<file path="src/rtl/qpd_pkg.sv">
package qpd_pkg;

   localparam int COUNT_WIDTH = 16;
   localparam int DEG_WIDTH   = 9;
   localparam int PROD_WIDTH  = COUNT_WIDTH + DEG_WIDTH;
   localparam int STEP_WIDTH  = 2;
   localparam int PHASE_WIDTH = 2;
   localparam int ANGLE_STEPS = 2 * DEG_WIDTH;
   localparam int SEQ_WIDTH   = $clog2(ANGLE_STEPS);
   localparam int CSR_AWIDTH  = 3;
   localparam int CSR_DWIDTH  = 32;

   localparam logic [DEG_WIDTH-1:0]   DEG_FULL  = DEG_WIDTH'(360);
   localparam logic [COUNT_WIDTH-1:0] RESET_RES = COUNT_WIDTH'(448);

   localparam logic signed [STEP_WIDTH-1:0] STEP_FWD  = 2'sb01;
   localparam logic signed [STEP_WIDTH-1:0] STEP_BACK = 2'sb11;
   localparam logic signed [STEP_WIDTH-1:0] STEP_NONE = 2'sb00;

   localparam logic [CSR_AWIDTH-3:0] REG_COUNTS_PER_REV = '0;

   typedef enum logic [1:0] {
      ST_IDLE,
      ST_BUSY,
      ST_HOLD
   } state_type;

   // next gray phase in the forward direction
   function automatic logic [PHASE_WIDTH-1:0] fwd_next(input logic [PHASE_WIDTH-1:0] prev);
      logic [PHASE_WIDTH-1:0] nxt;
      unique case (prev)
         2'b00:   nxt = 2'b01;
         2'b01:   nxt = 2'b11;
         2'b11:   nxt = 2'b10;
         default: nxt = 2'b00;
      endcase
      return nxt;
   endfunction

endpackage

</file>
<file path="src/rtl/qpd_req_if.sv">
interface qpd_req_if import qpd_pkg::*; ();
   logic valid;
   logic ready;
   logic cmd;
   logic phase_a;
   logic phase_b;

   modport source (output valid, output cmd, output phase_a, output phase_b, input ready);
   modport sink   (input valid, input cmd, input phase_a, input phase_b, output ready);
endinterface

</file>
<file path="src/rtl/qpd_rsp_if.sv">
interface qpd_rsp_if import qpd_pkg::*; ();
   logic                           valid;
   logic                           ready;
   logic [COUNT_WIDTH-1:0]         position_count;
   logic [DEG_WIDTH-1:0]           angle_degrees;
   logic signed [STEP_WIDTH-1:0]   step_taken;

   modport source (output valid, output position_count, output angle_degrees,
                   output step_taken, input ready);
   modport sink   (input valid, input position_count, input angle_degrees,
                   input step_taken, output ready);
endinterface

</file>
<file path="src/rtl/quadrature_position_decoder_unit.sv">
// quadrature position decoder, x4 counting
// req_chan: one word per encoder event; cmd low is a sample of channels a and b,
// cmd high is a reference pulse that clears the position
// rsp_chan: one word per request with position count, angle in degrees and step
// csr port: apb write of counts_per_rev at byte address 0, reads return it
// the count updates at the accept edge, a start register then loads the angle unit,
// which multiplies by 360 and divides by counts_per_rev in a bit-serial shift-add
// and restoring divide unit, then the result goes to the output register
// the serial angle unit handles one word at a time; no request is taken while it is busy
// a new request is taken as soon as the previous result sits in the output
// register, so a stalled receiver delays only the following result
// reset: position and last phase clear, counts_per_rev returns to 448,
// no response is pending
// a response held by the receiver stays valid and unchanged until taken
module quadrature_position_decoder_unit import qpd_pkg::*; (
   input  logic                  clock,
   input  logic                  reset,
   qpd_req_if.sink               req_chan,
   qpd_rsp_if.source             rsp_chan,
   input  logic                  csr_psel,
   input  logic                  csr_penable,
   input  logic                  csr_pwrite,
   input  logic [CSR_AWIDTH-1:0] csr_paddr,
   input  logic [CSR_DWIDTH-1:0] csr_pwdata,
   output logic [CSR_DWIDTH-1:0] csr_prdata,
   output logic                  csr_pready
);

   state_type                     state_ff, state_in;
   logic [COUNT_WIDTH-1:0]        counts_ff, counts_in;
   logic                          start_ff;
   logic                          rsp_valid_ff, rsp_valid_in;
   logic [COUNT_WIDTH-1:0]        rsp_pos_ff, rsp_pos_in;
   logic [DEG_WIDTH-1:0]          rsp_angle_ff, rsp_angle_in;
   logic signed [STEP_WIDTH-1:0]  rsp_step_ff, rsp_step_in;
   logic                          accept;
   logic                          csr_write;
   logic                          reg_hit;
   logic [COUNT_WIDTH-1:0]        modulus;
   logic [COUNT_WIDTH-1:0]        position;
   logic signed [STEP_WIDTH-1:0]  step;
   logic                          angle_done;
   logic [DEG_WIDTH-1:0]          angle;
   logic                          slot_free;
   logic                          load;

   assign csr_pready = 1'b1;
   assign reg_hit    = csr_paddr[CSR_AWIDTH-1:2] == REG_COUNTS_PER_REV;
   assign csr_write  = csr_psel && csr_penable && csr_pwrite && csr_pready;
   assign counts_in  = (csr_write && reg_hit) ? csr_pwdata[COUNT_WIDTH-1:0] : counts_ff;
   assign csr_prdata = reg_hit ? CSR_DWIDTH'(counts_ff) : '0;
   assign modulus    = (counts_ff == '0) ? COUNT_WIDTH'(1) : counts_ff;

   assign accept    = req_chan.valid && req_chan.ready;
   assign slot_free = !rsp_valid_ff || rsp_chan.ready;

   qpd_phase_counter u_counter (
      .clock    (clock),
      .reset    (reset),
      .accept   (accept),
      .cmd      (req_chan.cmd),
      .phase_a  (req_chan.phase_a),
      .phase_b  (req_chan.phase_b),
      .modulus  (modulus),
      .position (position),
      .step     (step)
   );

   qpd_angle_unit u_angle (
      .clock    (clock),
      .reset    (reset),
      .start    (start_ff),
      .position (position),
      .modulus  (modulus),
      .done     (angle_done),
      .angle    (angle)
   );

   always_comb begin
      state_in       = state_ff;
      req_chan.ready = 1'b0;
      load           = 1'b0;
      unique case (state_ff)
         ST_IDLE: begin
            req_chan.ready = 1'b1;
            if (req_chan.valid) begin
               state_in = ST_BUSY;
            end
         end
         ST_BUSY: begin
            if (angle_done) begin
               if (slot_free) begin
                  load     = 1'b1;
                  state_in = ST_IDLE;
               end else begin
                  state_in = ST_HOLD;
               end
            end
         end
         ST_HOLD: begin
            if (slot_free) begin
               load     = 1'b1;
               state_in = ST_IDLE;
            end
         end
         default: begin
            state_in = ST_IDLE;
         end
      endcase
   end

   always_comb begin
      rsp_valid_in = rsp_valid_ff && !rsp_chan.ready;
      rsp_pos_in   = rsp_pos_ff;
      rsp_angle_in = rsp_angle_ff;
      rsp_step_in  = rsp_step_ff;
      if (load) begin
         rsp_valid_in = 1'b1;
         rsp_pos_in   = position;
         rsp_angle_in = angle;
         rsp_step_in  = step;
      end
   end

   always_ff @(posedge clock) begin
      if (reset) begin
         state_ff     <= ST_IDLE;
         counts_ff    <= RESET_RES;
         start_ff     <= 1'b0;
         rsp_valid_ff <= 1'b0;
      end else begin
         state_ff     <= state_in;
         counts_ff    <= counts_in;
         start_ff     <= accept;
         rsp_valid_ff <= rsp_valid_in;
      end
      rsp_pos_ff   <= rsp_pos_in;
      rsp_angle_ff <= rsp_angle_in;
      rsp_step_ff  <= rsp_step_in;
   end

   assign rsp_chan.valid          = rsp_valid_ff;
   assign rsp_chan.position_count = rsp_pos_ff;
   assign rsp_chan.angle_degrees  = rsp_angle_ff;
   assign rsp_chan.step_taken     = rsp_step_ff;

`ifndef SYNTHESIS
   a_accept_starts: assert property (@(posedge clock) disable iff (reset)
      accept |=> (state_ff == ST_BUSY && start_ff))
      else $error("accepted word did not start the angle unit");

   a_done_when_busy: assert property (@(posedge clock) disable iff (reset)
      angle_done |-> (state_ff == ST_BUSY))
      else $error("angle unit finished outside a busy period");

   a_angle_range: assert property (@(posedge clock) disable iff (reset)
      rsp_valid_ff |-> (rsp_angle_ff < DEG_FULL))
      else $error("angle out of range");

   a_step_code: assert property (@(posedge clock) disable iff (reset)
      rsp_valid_ff |-> (rsp_step_ff != 2'sb10))
      else $error("invalid step code");
`endif

endmodule

</file>
<file path="src/rtl/qpd_phase_counter.sv">
module qpd_phase_counter import qpd_pkg::*; (
   input  logic                         clock,
   input  logic                         reset,
   input  logic                         accept,
   input  logic                         cmd,
   input  logic                         phase_a,
   input  logic                         phase_b,
   input  logic [COUNT_WIDTH-1:0]       modulus,
   output logic [COUNT_WIDTH-1:0]       position,
   output logic signed [STEP_WIDTH-1:0] step
);

   logic [PHASE_WIDTH-1:0]        last_phase_ff, last_phase_in;
   logic [COUNT_WIDTH-1:0]        position_ff, position_in;
   logic signed [STEP_WIDTH-1:0]  step_ff, step_in;
   logic [PHASE_WIDTH-1:0]        now;
   logic [COUNT_WIDTH:0]          moved;

   always_comb begin
      now           = {phase_a, phase_b};
      last_phase_in = last_phase_ff;
      position_in   = position_ff;
      step_in       = step_ff;
      moved         = {1'b0, position_ff};
      if (accept) begin
         if (cmd) begin
            position_in = '0;
            step_in     = STEP_NONE;
         end else begin
            last_phase_in = now;
            priority if (fwd_next(last_phase_ff) == now) begin
               step_in = STEP_FWD;
               moved   = {1'b0, position_ff} + (COUNT_WIDTH+1)'(1);
            end else if (fwd_next(now) == last_phase_ff) begin
               step_in = STEP_BACK;
               moved   = {1'b0, position_ff} - (COUNT_WIDTH+1)'(1);
            end else begin
               step_in = STEP_NONE;
            end
            priority if (step_in == STEP_BACK && position_ff == '0) begin
               position_in = modulus - COUNT_WIDTH'(1);
            end else if (moved >= {1'b0, modulus}) begin
               position_in = '0;
            end else begin
               position_in = moved[COUNT_WIDTH-1:0];
            end
         end
      end
   end

   always_ff @(posedge clock) begin
      if (reset) begin
         last_phase_ff <= '0;
         position_ff   <= '0;
      end else begin
         last_phase_ff <= last_phase_in;
         position_ff   <= position_in;
      end
      step_ff <= step_in;
   end

   assign position = position_ff;
   assign step     = step_ff;

endmodule

</file>
<file path="src/rtl/qpd_angle_unit.sv">
module qpd_angle_unit import qpd_pkg::*; (
   input  logic                   clock,
   input  logic                   reset,
   input  logic                   start,
   input  logic [COUNT_WIDTH-1:0] position,
   input  logic [COUNT_WIDTH-1:0] modulus,
   output logic                   done,
   output logic [DEG_WIDTH-1:0]   angle
);

   logic                   busy_ff, busy_in;
   logic                   done_ff, done_in;
   logic [SEQ_WIDTH-1:0]   seq_ff, seq_in;
   logic [COUNT_WIDTH-1:0] pos_ff, pos_in;
   logic [DEG_WIDTH-1:0]   mul_sr_ff, mul_sr_in;
   logic [PROD_WIDTH-1:0]  acc_ff, acc_in;
   logic [COUNT_WIDTH-1:0] rem_ff, rem_in;
   logic [COUNT_WIDTH-1:0] rem_cur;
   logic [COUNT_WIDTH:0]   trial;
   logic                   q_bit;

   always_comb begin
      busy_in   = busy_ff;
      done_in   = 1'b0;
      seq_in    = seq_ff;
      pos_in    = pos_ff;
      mul_sr_in = mul_sr_ff;
      acc_in    = acc_ff;
      rem_in    = rem_ff;
      rem_cur   = (seq_ff == SEQ_WIDTH'(DEG_WIDTH)) ?
                  acc_ff[PROD_WIDTH-1:DEG_WIDTH] : rem_ff;
      trial     = {rem_cur, acc_ff[DEG_WIDTH-1]};
      q_bit     = trial >= {1'b0, modulus};
      if (start) begin
         busy_in   = 1'b1;
         seq_in    = '0;
         pos_in    = position;
         mul_sr_in = DEG_FULL;
         acc_in    = '0;
      end else if (busy_ff) begin
         if (seq_ff < SEQ_WIDTH'(DEG_WIDTH)) begin
            // shift-add multiply, one bit of the constant per cycle
            acc_in    = {acc_ff[PROD_WIDTH-2:0], 1'b0} +
                        (mul_sr_ff[DEG_WIDTH-1] ? PROD_WIDTH'(pos_ff) : '0);
            mul_sr_in = {mul_sr_ff[DEG_WIDTH-2:0], 1'b0};
         end else begin
            // restoring division, one quotient bit per cycle
            rem_in = q_bit ? COUNT_WIDTH'(trial - {1'b0, modulus})
                           : trial[COUNT_WIDTH-1:0];
            acc_in = {acc_ff[PROD_WIDTH-1:DEG_WIDTH], acc_ff[DEG_WIDTH-2:0], q_bit};
         end
         seq_in = seq_ff + SEQ_WIDTH'(1);
         if (seq_ff == SEQ_WIDTH'(ANGLE_STEPS - 1)) begin
            busy_in = 1'b0;
            done_in = 1'b1;
         end
      end
   end

   always_ff @(posedge clock) begin
      if (reset) begin
         busy_ff <= 1'b0;
         done_ff <= 1'b0;
         seq_ff  <= '0;
      end else begin
         busy_ff <= busy_in;
         done_ff <= done_in;
         seq_ff  <= seq_in;
      end
      pos_ff    <= pos_in;
      mul_sr_ff <= mul_sr_in;
      acc_ff    <= acc_in;
      rem_ff    <= rem_in;
   end

   assign done  = done_ff;
   assign angle = acc_ff[DEG_WIDTH-1:0];

endmodule
</file>
<file path="src/flat_wrapper.sv">
// flat-port wrapper written by rule: the top's interface ports become plain ports
module quadrature_position_decoder_unit_flat import qpd_pkg::*;
  (clock, reset, csr_psel, csr_penable, csr_pwrite, csr_paddr, csr_pwdata, csr_prdata, csr_pready, req_chan_valid, req_chan_cmd, req_chan_phase_a, req_chan_phase_b, req_chan_ready, rsp_chan_valid, rsp_chan_position_count, rsp_chan_angle_degrees, rsp_chan_step_taken, rsp_chan_ready);
  qpd_req_if req_chan_i ();
  qpd_rsp_if rsp_chan_i ();
  input  logic clock;
  input  logic reset;
  input  logic csr_psel;
  input  logic csr_penable;
  input  logic csr_pwrite;
  input  logic [CSR_AWIDTH-1:0] csr_paddr;
  input  logic [CSR_DWIDTH-1:0] csr_pwdata;
  output logic [CSR_DWIDTH-1:0] csr_prdata;
  output logic csr_pready;
  input wire logic [$bits(req_chan_i.valid)-1:0] req_chan_valid;
  input wire logic [$bits(req_chan_i.cmd)-1:0] req_chan_cmd;
  input wire logic [$bits(req_chan_i.phase_a)-1:0] req_chan_phase_a;
  input wire logic [$bits(req_chan_i.phase_b)-1:0] req_chan_phase_b;
  output wire logic [$bits(req_chan_i.ready)-1:0] req_chan_ready;
  output wire logic [$bits(rsp_chan_i.valid)-1:0] rsp_chan_valid;
  output wire logic [$bits(rsp_chan_i.position_count)-1:0] rsp_chan_position_count;
  output wire logic [$bits(rsp_chan_i.angle_degrees)-1:0] rsp_chan_angle_degrees;
  output wire logic [$bits(rsp_chan_i.step_taken)-1:0] rsp_chan_step_taken;
  input wire logic [$bits(rsp_chan_i.ready)-1:0] rsp_chan_ready;
  assign req_chan_i.valid = req_chan_valid;
  assign req_chan_i.cmd = req_chan_cmd;
  assign req_chan_i.phase_a = req_chan_phase_a;
  assign req_chan_i.phase_b = req_chan_phase_b;
  assign req_chan_ready = req_chan_i.ready;
  assign rsp_chan_valid = rsp_chan_i.valid;
  assign rsp_chan_position_count = rsp_chan_i.position_count;
  assign rsp_chan_angle_degrees = rsp_chan_i.angle_degrees;
  assign rsp_chan_step_taken = rsp_chan_i.step_taken;
  assign rsp_chan_i.ready = rsp_chan_ready;
  quadrature_position_decoder_unit u_core (.clock(clock), .reset(reset), .req_chan(req_chan_i), .rsp_chan(rsp_chan_i), .csr_psel(csr_psel), .csr_penable(csr_penable), .csr_pwrite(csr_pwrite), .csr_paddr(csr_paddr), .csr_pwdata(csr_pwdata), .csr_prdata(csr_prdata), .csr_pready(csr_pready));
endmodule
</file>
<file path="config.mk">
export PLATFORM = sky130hd
export DESIGN_NAME = quadrature_position_decoder_unit_flat
export DESIGN_NICKNAME = d
export VERILOG_FILES = /design/src/rtl/qpd_pkg.sv /design/src/rtl/qpd_req_if.sv /design/src/rtl/qpd_rsp_if.sv /design/src/rtl/quadrature_position_decoder_unit.sv /design/src/rtl/qpd_phase_counter.sv /design/src/rtl/qpd_angle_unit.sv /design/src/flat_wrapper.sv
export SDC_FILE = /design/constraint.sdc
export NUM_CORES = 1
export LEC_CHECK = 0
export ABC_AREA = 1
export BUFFER_PORTS_ARGS = -buffer_cell sky130_fd_sc_hd__buf_2
export CAP_MARGIN = 20
export CELL_PAD_IN_SITES_DETAIL_PLACEMENT = 1
export CELL_PAD_IN_SITES_GLOBAL_PLACEMENT = 1
export CORE_MARGIN = 2
export CORE_UTILIZATION = 43
export CTS_CLUSTER_DIAMETER = 120
export CTS_CLUSTER_SIZE = 16
export DETAILED_ROUTE_END_ITERATION = 10
export GPL_TIMING_DRIVEN = 0
export PLACE_DENSITY = 0.79
export SYNTH_ARGS = -nofsm -noshare
export SYNTH_HDL_FRONTEND = slang
export SYNTH_SLANG_ARGS = --single-unit
</file>
<file path="constraint.sdc">
create_clock -name clock -period 3.8 [get_ports clock]
set_input_delay 0.38 -clock clock [delete_from_list [all_inputs] [get_ports clock]]
set_output_delay 0.38 -clock clock [all_outputs]
set_load 0.01 [all_outputs]
</file>
Yosys cells after proc, flatten, opt, wreduce, memory -nomap -nowiden
Cells that the tools add are included.
{"block": "totals", "out_inout_bits": 62, "in_bits": 45, "register_bits": 137}
{"block": "classes", "add_sub_neg": 6, "n_eq_ne": 14, "bitwise": 5, "n_lt_le_gt_ge": 3, "n_mux": 38, "n_reduce_logical": 20}
{"cell": "16-bit 2-to-1 mux", "n": 8}
{"cell": "17-bit 2-to-1 mux", "n": 4}
{"cell": "17-bit by 16-bit >= comparator with 1-bit output", "n": 2}
{"cell": "16-bit zero test", "n": 2}
{"cell": "2-bit 2-to-1 mux", "n": 13}
{"cell": "25-bit by 16-bit adder with 25-bit output", "n": 1}
{"cell": "2-bit one-hot mux with 3 select lines", "n": 3}
{"cell": "16-bit by 1-bit adder with 17-bit output (second input constant)", "n": 1}
{"cell": "16-bit by 1-bit subtractor with 17-bit output (second input constant)", "n": 1}
{"cell": "16-bit by 1-bit subtractor with 16-bit output (second input constant)", "n": 1}
{"cell": "16-bit subtractor", "n": 1}
{"cell": "9-bit 2-to-1 mux", "n": 1}
{"cell": "2-bit by 1-bit equality test with 1-bit output (second input constant)", "n": 4}
{"cell": "1-bit 2-to-1 mux", "n": 8}
{"cell": "2-bit equality test (second input constant)", "n": 3}
{"cell": "1-bit logical AND", "n": 6}
{"cell": "2-bit zero test", "n": 3}
{"cell": "3-bit AND reduction", "n": 2}
{"cell": "5-bit by 1-bit adder with 5-bit output (second input constant)", "n": 1}
{"cell": "5-bit by 4-bit equality test with 1-bit output (second input constant)", "n": 1}
{"cell": "5-bit equality test (second input constant)", "n": 1}
{"cell": "5-bit by 4-bit < comparator with 1-bit output (second input constant)", "n": 1}
{"cell": "1-bit inverter", "n": 5}
{"cell": "2-bit equality test", "n": 2}
{"cell": "other kinds (8)", "n": 11}

Logic depth before layout (Yosys ltp)
{"block": "depth", "depth_word": 17, "depth_mapped": 26, "ltp_nobuf": 24}

Cells and area by module
Synthesis repeated with hierarchy kept, for this count alone.
{"block": "unflattened", "hier_cells": 1456, "area_unflattened_um2": 9893.2}
{"module": "qpd_angle_unit", "area_per_inst_um2": 5210.0, "cells_each": 795, "n_inst": 1}
{"module": "qpd_phase_counter", "area_per_inst_um2": 2612.5, "cells_each": 452, "n_inst": 1}
{"module": "quadrature_position_decoder_unit", "area_per_inst_um2": 2070.7, "cells_each": 209, "n_inst": 1}

Worst setup path after synthesis
No wires, ideal clock.
{"block": "synth_timing", "path_kind": "flip-flop to flip-flop", "startpoint": "register u_core.u_angle.seq_ff[0]", "endpoint": "register u_core.u_angle.rem_ff[15] (data pin)", "setup_ps": 253, "stages_incl_launch_ff": 22, "setup_slack_ps": 707, "arrival_ps": 2840, "n_path_buf": 2, "required_time_ps": 3547, "path_cell_list": "dfxtp_1 -> ha_1 -> inv_1 -> nor2_1 -> nand3_1 -> clkbuf_1 -> o21ai_0 -> inv_1 -> ha_1 -> nand3_1 -> nand2_1 -> a21oi_2 -> inv_1 -> nand2_1 -> nand2_1 -> a21oi_2 -> o21ai_1 -> nand2_1 -> nand2_2 -> buf_2 -> nand3_1 -> nand2_1"}
{"block": "synth_via", "elab_chain_cells": 4, "elab_cells_between_ends": 5}
{"element": "from (decl)", "line_no": "qpd_angle_unit.sv:13", "text": "logic [SEQ_WIDTH-1:0] seq_ff, seq_in;"}
{"element": "from (signal assigned)", "line_no": "qpd_angle_unit.sv:68", "text": "seq_ff <= seq_in;"}
{"element": "5-bit by 4-bit equality test with 1-bit output (*)", "line_no": "qpd_angle_unit.sv:30", "text": "rem_cur = (seq_ff == SEQ_WIDTH'(DEG_WIDTH)) ?"}
{"element": "16-bit 2-to-1 mux (*)", "line_no": "qpd_angle_unit.sv:30"}
{"element": "16-bit subtractor or 17-bit by 16-bit >= comparator with 1-bit output (tied branches)", "line_no": "qpd_angle_unit.sv:48, qpd_angle_unit.sv:33"}
{"element": "16-bit 2-to-1 mux (*)", "line_no": "qpd_angle_unit.sv:48", "text": "rem_in = q_bit ? COUNT_WIDTH'(trial - {1'b0, modulus})"}
{"element": "to (signal assigned)", "line_no": "qpd_angle_unit.sv:73", "text": "rem_ff <= rem_in;"}
{"element": "to (decl)", "line_no": "qpd_angle_unit.sv:17", "text": "logic [COUNT_WIDTH-1:0] rem_ff, rem_in;"}
Every way passes the cells marked *; elsewhere a longest branch is shown, timed or not.
A chain may end at the register's enable or synchronous reset.

Final worst setup path
{"block": "layout_timing", "startpoint": "register u_core.u_angle.seq_ff[1]", "endpoint": "register u_core.u_angle.rem_ff[14] (data pin)"}
The elaborated chain is that of the path after synthesis.

==> impl_results.md <==
* WP data arrival at 3.72 ns
* Share of cells above drive strength 1 at 13.4%
* Pwr dens at 511 nW/um2
* Synth Register Bits at 137
* Initial antenna violation count at 0
* DP HPWL at 22900 um
* DR pass1 iterations at 5
* Sequential-to-total area share from yosys stat at 36.8%
* Synth unique cells at 54
* Mapped Cells at 1253
* Worst skew pair latency at 0.43 ns
* Tcrit/Tclk final at 93.2%
* Global routing's busiest layer: met2
* Routed length per instance at 18.1 um
* Row count at 53
* Main synth FF type: dfxtp_1
* CP bufs+invs at 4
* Critical Path Start Type: flip-flop
* Chip height at 150 um
* CP endpoint kind: flip-flop
* Post-layout util at 50.7%
* Root Driver: clkbuf_16
* FF-to-FF setup slack at 0.26 ns
* Ys Warns at 0
* Nets at 1463
* Gr usage total at 27.3%
* Path type of the worst setup path: reg -> reg
* Global-route wire length before repair at 47000 um
* Worst Hold Class: in -> reg
* CP required at 3.98 ns
* Final Critical Period at 3.54 ns
* CP Max Fanout at 10
* Crit path top cell by count: nand2_1
* DRT iter0 DRCs at 480
* Slowest-stage cell, CP: dfxtp_1
* Outcome: finished, final reports clean
* Met3 usage at 4.63%
* Synth area leaders: edfxtp_1 (20%), dfxtp_1 (17%), nand2_1 (13%)
* I/O pin total at 107
* Worst path top cell family by delay: simple AND/OR/NAND/NOR gates
* Final setup vio count at 0
* Final Slew Violations at 0
* Tot Pwr at 5.41 mW
* Via Count at 8712
* CTS Buffer Depth at 2
* Die Span X at 150 um
* CTS buffer count at 17
* Initial Utilization at 43.7%
* Post-Route WL at 29800 um
* Final hold vios at 0
* DRC viols at 0
* Total core area at 20900 um2
* Syn Std Cell Area at 9120 um2
* Worst slew pin tran at 0.775 ns
* Top-area cell type share of the netlist area at 20.1%
* Vias in the first global route at 9012
* DIE AREA at 22400 um2
* Critical Path, Cell by Cell: inv_1 > ha_1 > inv_1 > nor2_1 > nand3_2 > buf_4 > nand2_1 > o21a_1 > inv_1 > ha_1 > a21oi_1 > a21boi_0 > o21ai_1 > nand3_1 > nand2_1 > nand2_1 > nand2_1 > nand2_1 > nand2_1 > or2_2 > nand3_1 > nand2_1
* Via/cell ratio at 5.29
* Slowest cell delay on critical path at 0.36 ns
* EDFF count, synth at 61
* Max cap viols at 0
* Worst clock skew at 0.0116 ns
* TritonCTS Sinks at 137
* GR Layer Usage met1 at 33.4%
* Ant. Diodes at 0
* Top post-synthesis cells by count: nand2_1 (310), inv_1 (167), nor2_1 (113)
* Clk slew on worst S/H paths at 0.06 ns
* Syn Area/Cell at 7.28 um2
* Final GP Congestion at 0.920
* Largest net degree at the start of global routing at 18
* Most frequent cell after synthesis: nand2_1
* TritonCTS clock tree: built
* GR Util met2 at 47.7%
* P_leak at 4.98 nW
* Worst VDD drop at 344 uV
* Peak Freq at 282 MHz
* Rel. slew slack at 48.2%
* Post-synth top area cell: edfxtp_1
* IO buf count at 70
* Synth async-reset ratio at 0%
* Post-route ant nets at 0
* Grt total ovfl at 0
* CTS H-tree depth at 4
* P&R area growth vs syn at 16.1%
path summary, 6_finish.rpt:
kind | depth (start not counted) | from | endpoint
setup reg to reg | 22 | u_core.u_angle.seq_ff[1] | u_core.u_angle.rem_ff[14]
setup / recovery | 22 | u_core.u_angle.seq_ff[1] | u_core.u_angle.rem_ff[14]
hold / removal | 3 | csr_pwdata[7] | u_core.counts_ff[7]
hold reg to reg | 0 | u_core.u_counter.step[1] | u_core.rsp_chan.step_taken[1]
layout by cell type, fill, tap and decap left out, types with 8 or more instances in the layout:
cell,netlist,final
clkbuf_1,23,23
clkbuf_16,0,17
nor3_1,23,23
a31oi_1,8,8
edfxtp_1,61,61
dfxtp_1,76,73
nor2_1,113,109
a21oi_1,88,87
o21ai_0,66,63
o21ai_1,18,19
buf_4,19,23
o211ai_1,8,8
buf_2,6,76
xor2_1,26,26
o21a_1,10,10
xnor2_1,8,8
inv_1,167,167
nand3_1,74,73
ha_1,56,56
nand2_1,310,309
nand4_1,12,12
or2_2,9,9
conb_1,2,17
area by class of cell:
cell class                 count  area, um2
multi-input combinational    902       4870
tap                          275        344
timing repair buffer          74        400
inverter                     171        643
clock buffer                  22        454
buffer                        57        358
clock inverter                10        166
sequential                   137       3360
fill                        2703      10300
report_power, final:
part           total, mW  switching (mW)  internal [mW]
Sequential          1.85           0.155           1.70
Combinational       1.77            1.16          0.608
Clock               1.79           0.670           1.12
sequential cells by signal, summed over array words and instances, names as in the netlist:
name                            cells
u_core.u_counter.last_phase_ff      2
u_core.rsp_chan.position_count     16
u_core.rsp_chan.valid               1
u_core.rsp_chan.angle_degrees       9
u_core.u_counter.position          16
u_core.state_ff                     2
u_core.u_angle.seq_ff               5
u_core.start_ff                     1
u_core.u_angle.acc_ff              25
u_core.counts_ff                   16
u_core.u_counter.step               2
u_core.u_angle.pos_ff              16
u_core.rsp_chan.step_taken          2
u_core.u_angle.rem_ff              16
u_core.u_angle.mul_sr_ff            6
u_core.u_angle.done                 1
u_core.u_angle.busy_ff              1
timing repair:
action / in CTS / in global routing
buffers inserted: 0 / 2
hold buffers: 0 / 0
resized for setup: 5 / 21
pin swaps: 0 / 3
endpoints found under the setup margin: 15 / 30
metal layers:
metal / vias to the layer above / wire (um)
met1: 4192 / 13100
li1: 4270 / -
met5: - / 0
met3: 55 / 1270
met2: 195 / 14600
met4: 0 / 855
worst register-to-register path, cell delays in order (launching register included):
cell and delay [ns]:
dfxtp_1 0.36, inv_1 0.07, ha_1 0.13, inv_1 0.04, nor2_1 0.15, nand3_2 0.21
buf_4 0.24, nand2_1 0.08, o21a_1 0.21, inv_1 0.06, ha_1 0.33, a21oi_1 0.20
a21boi_0 0.22, o21ai_1 0.13, nand3_1 0.09, nand2_1 0.10, nand2_1 0.08, nand2_1 0.08
nand2_1 0.07, nand2_1 0.06, or2_2 0.27, nand3_1 0.07, nand2_1 0.06
through the flow:
step	hold WS, ns	TNS (ns)	cell area, um2	setup WS, ns	std cells
2_1_floorplan	0.400	0	9180	0.707	1268
3_3_place_gp	0.402	-0.395	9870	-0.0833	1613
3_5_place_dp	0.406	-1.10	9910	-0.132	1615
4_1_cts	0.160	0	10500	0.0253	1647
5_1_grt	0.197	-0.0683	10600	-0.0161	1648
6_report	0.172	0	10600	0.259	1648
cell families after synthesis:
logic type	Yosys count	synth area share, %
flip-flops	137	36.8
multiplexers	3	0.343
AND/OR/NAND/NOR	555	25.3
other	2	0.0823
adder cells (fa/ha/maj)	58	8.12
buffers and inverters	229	10.9
AO/OA/AOI/OAI	231	14.5
XOR/XNOR	38	3.98
(Power assumes the default switching activity.)
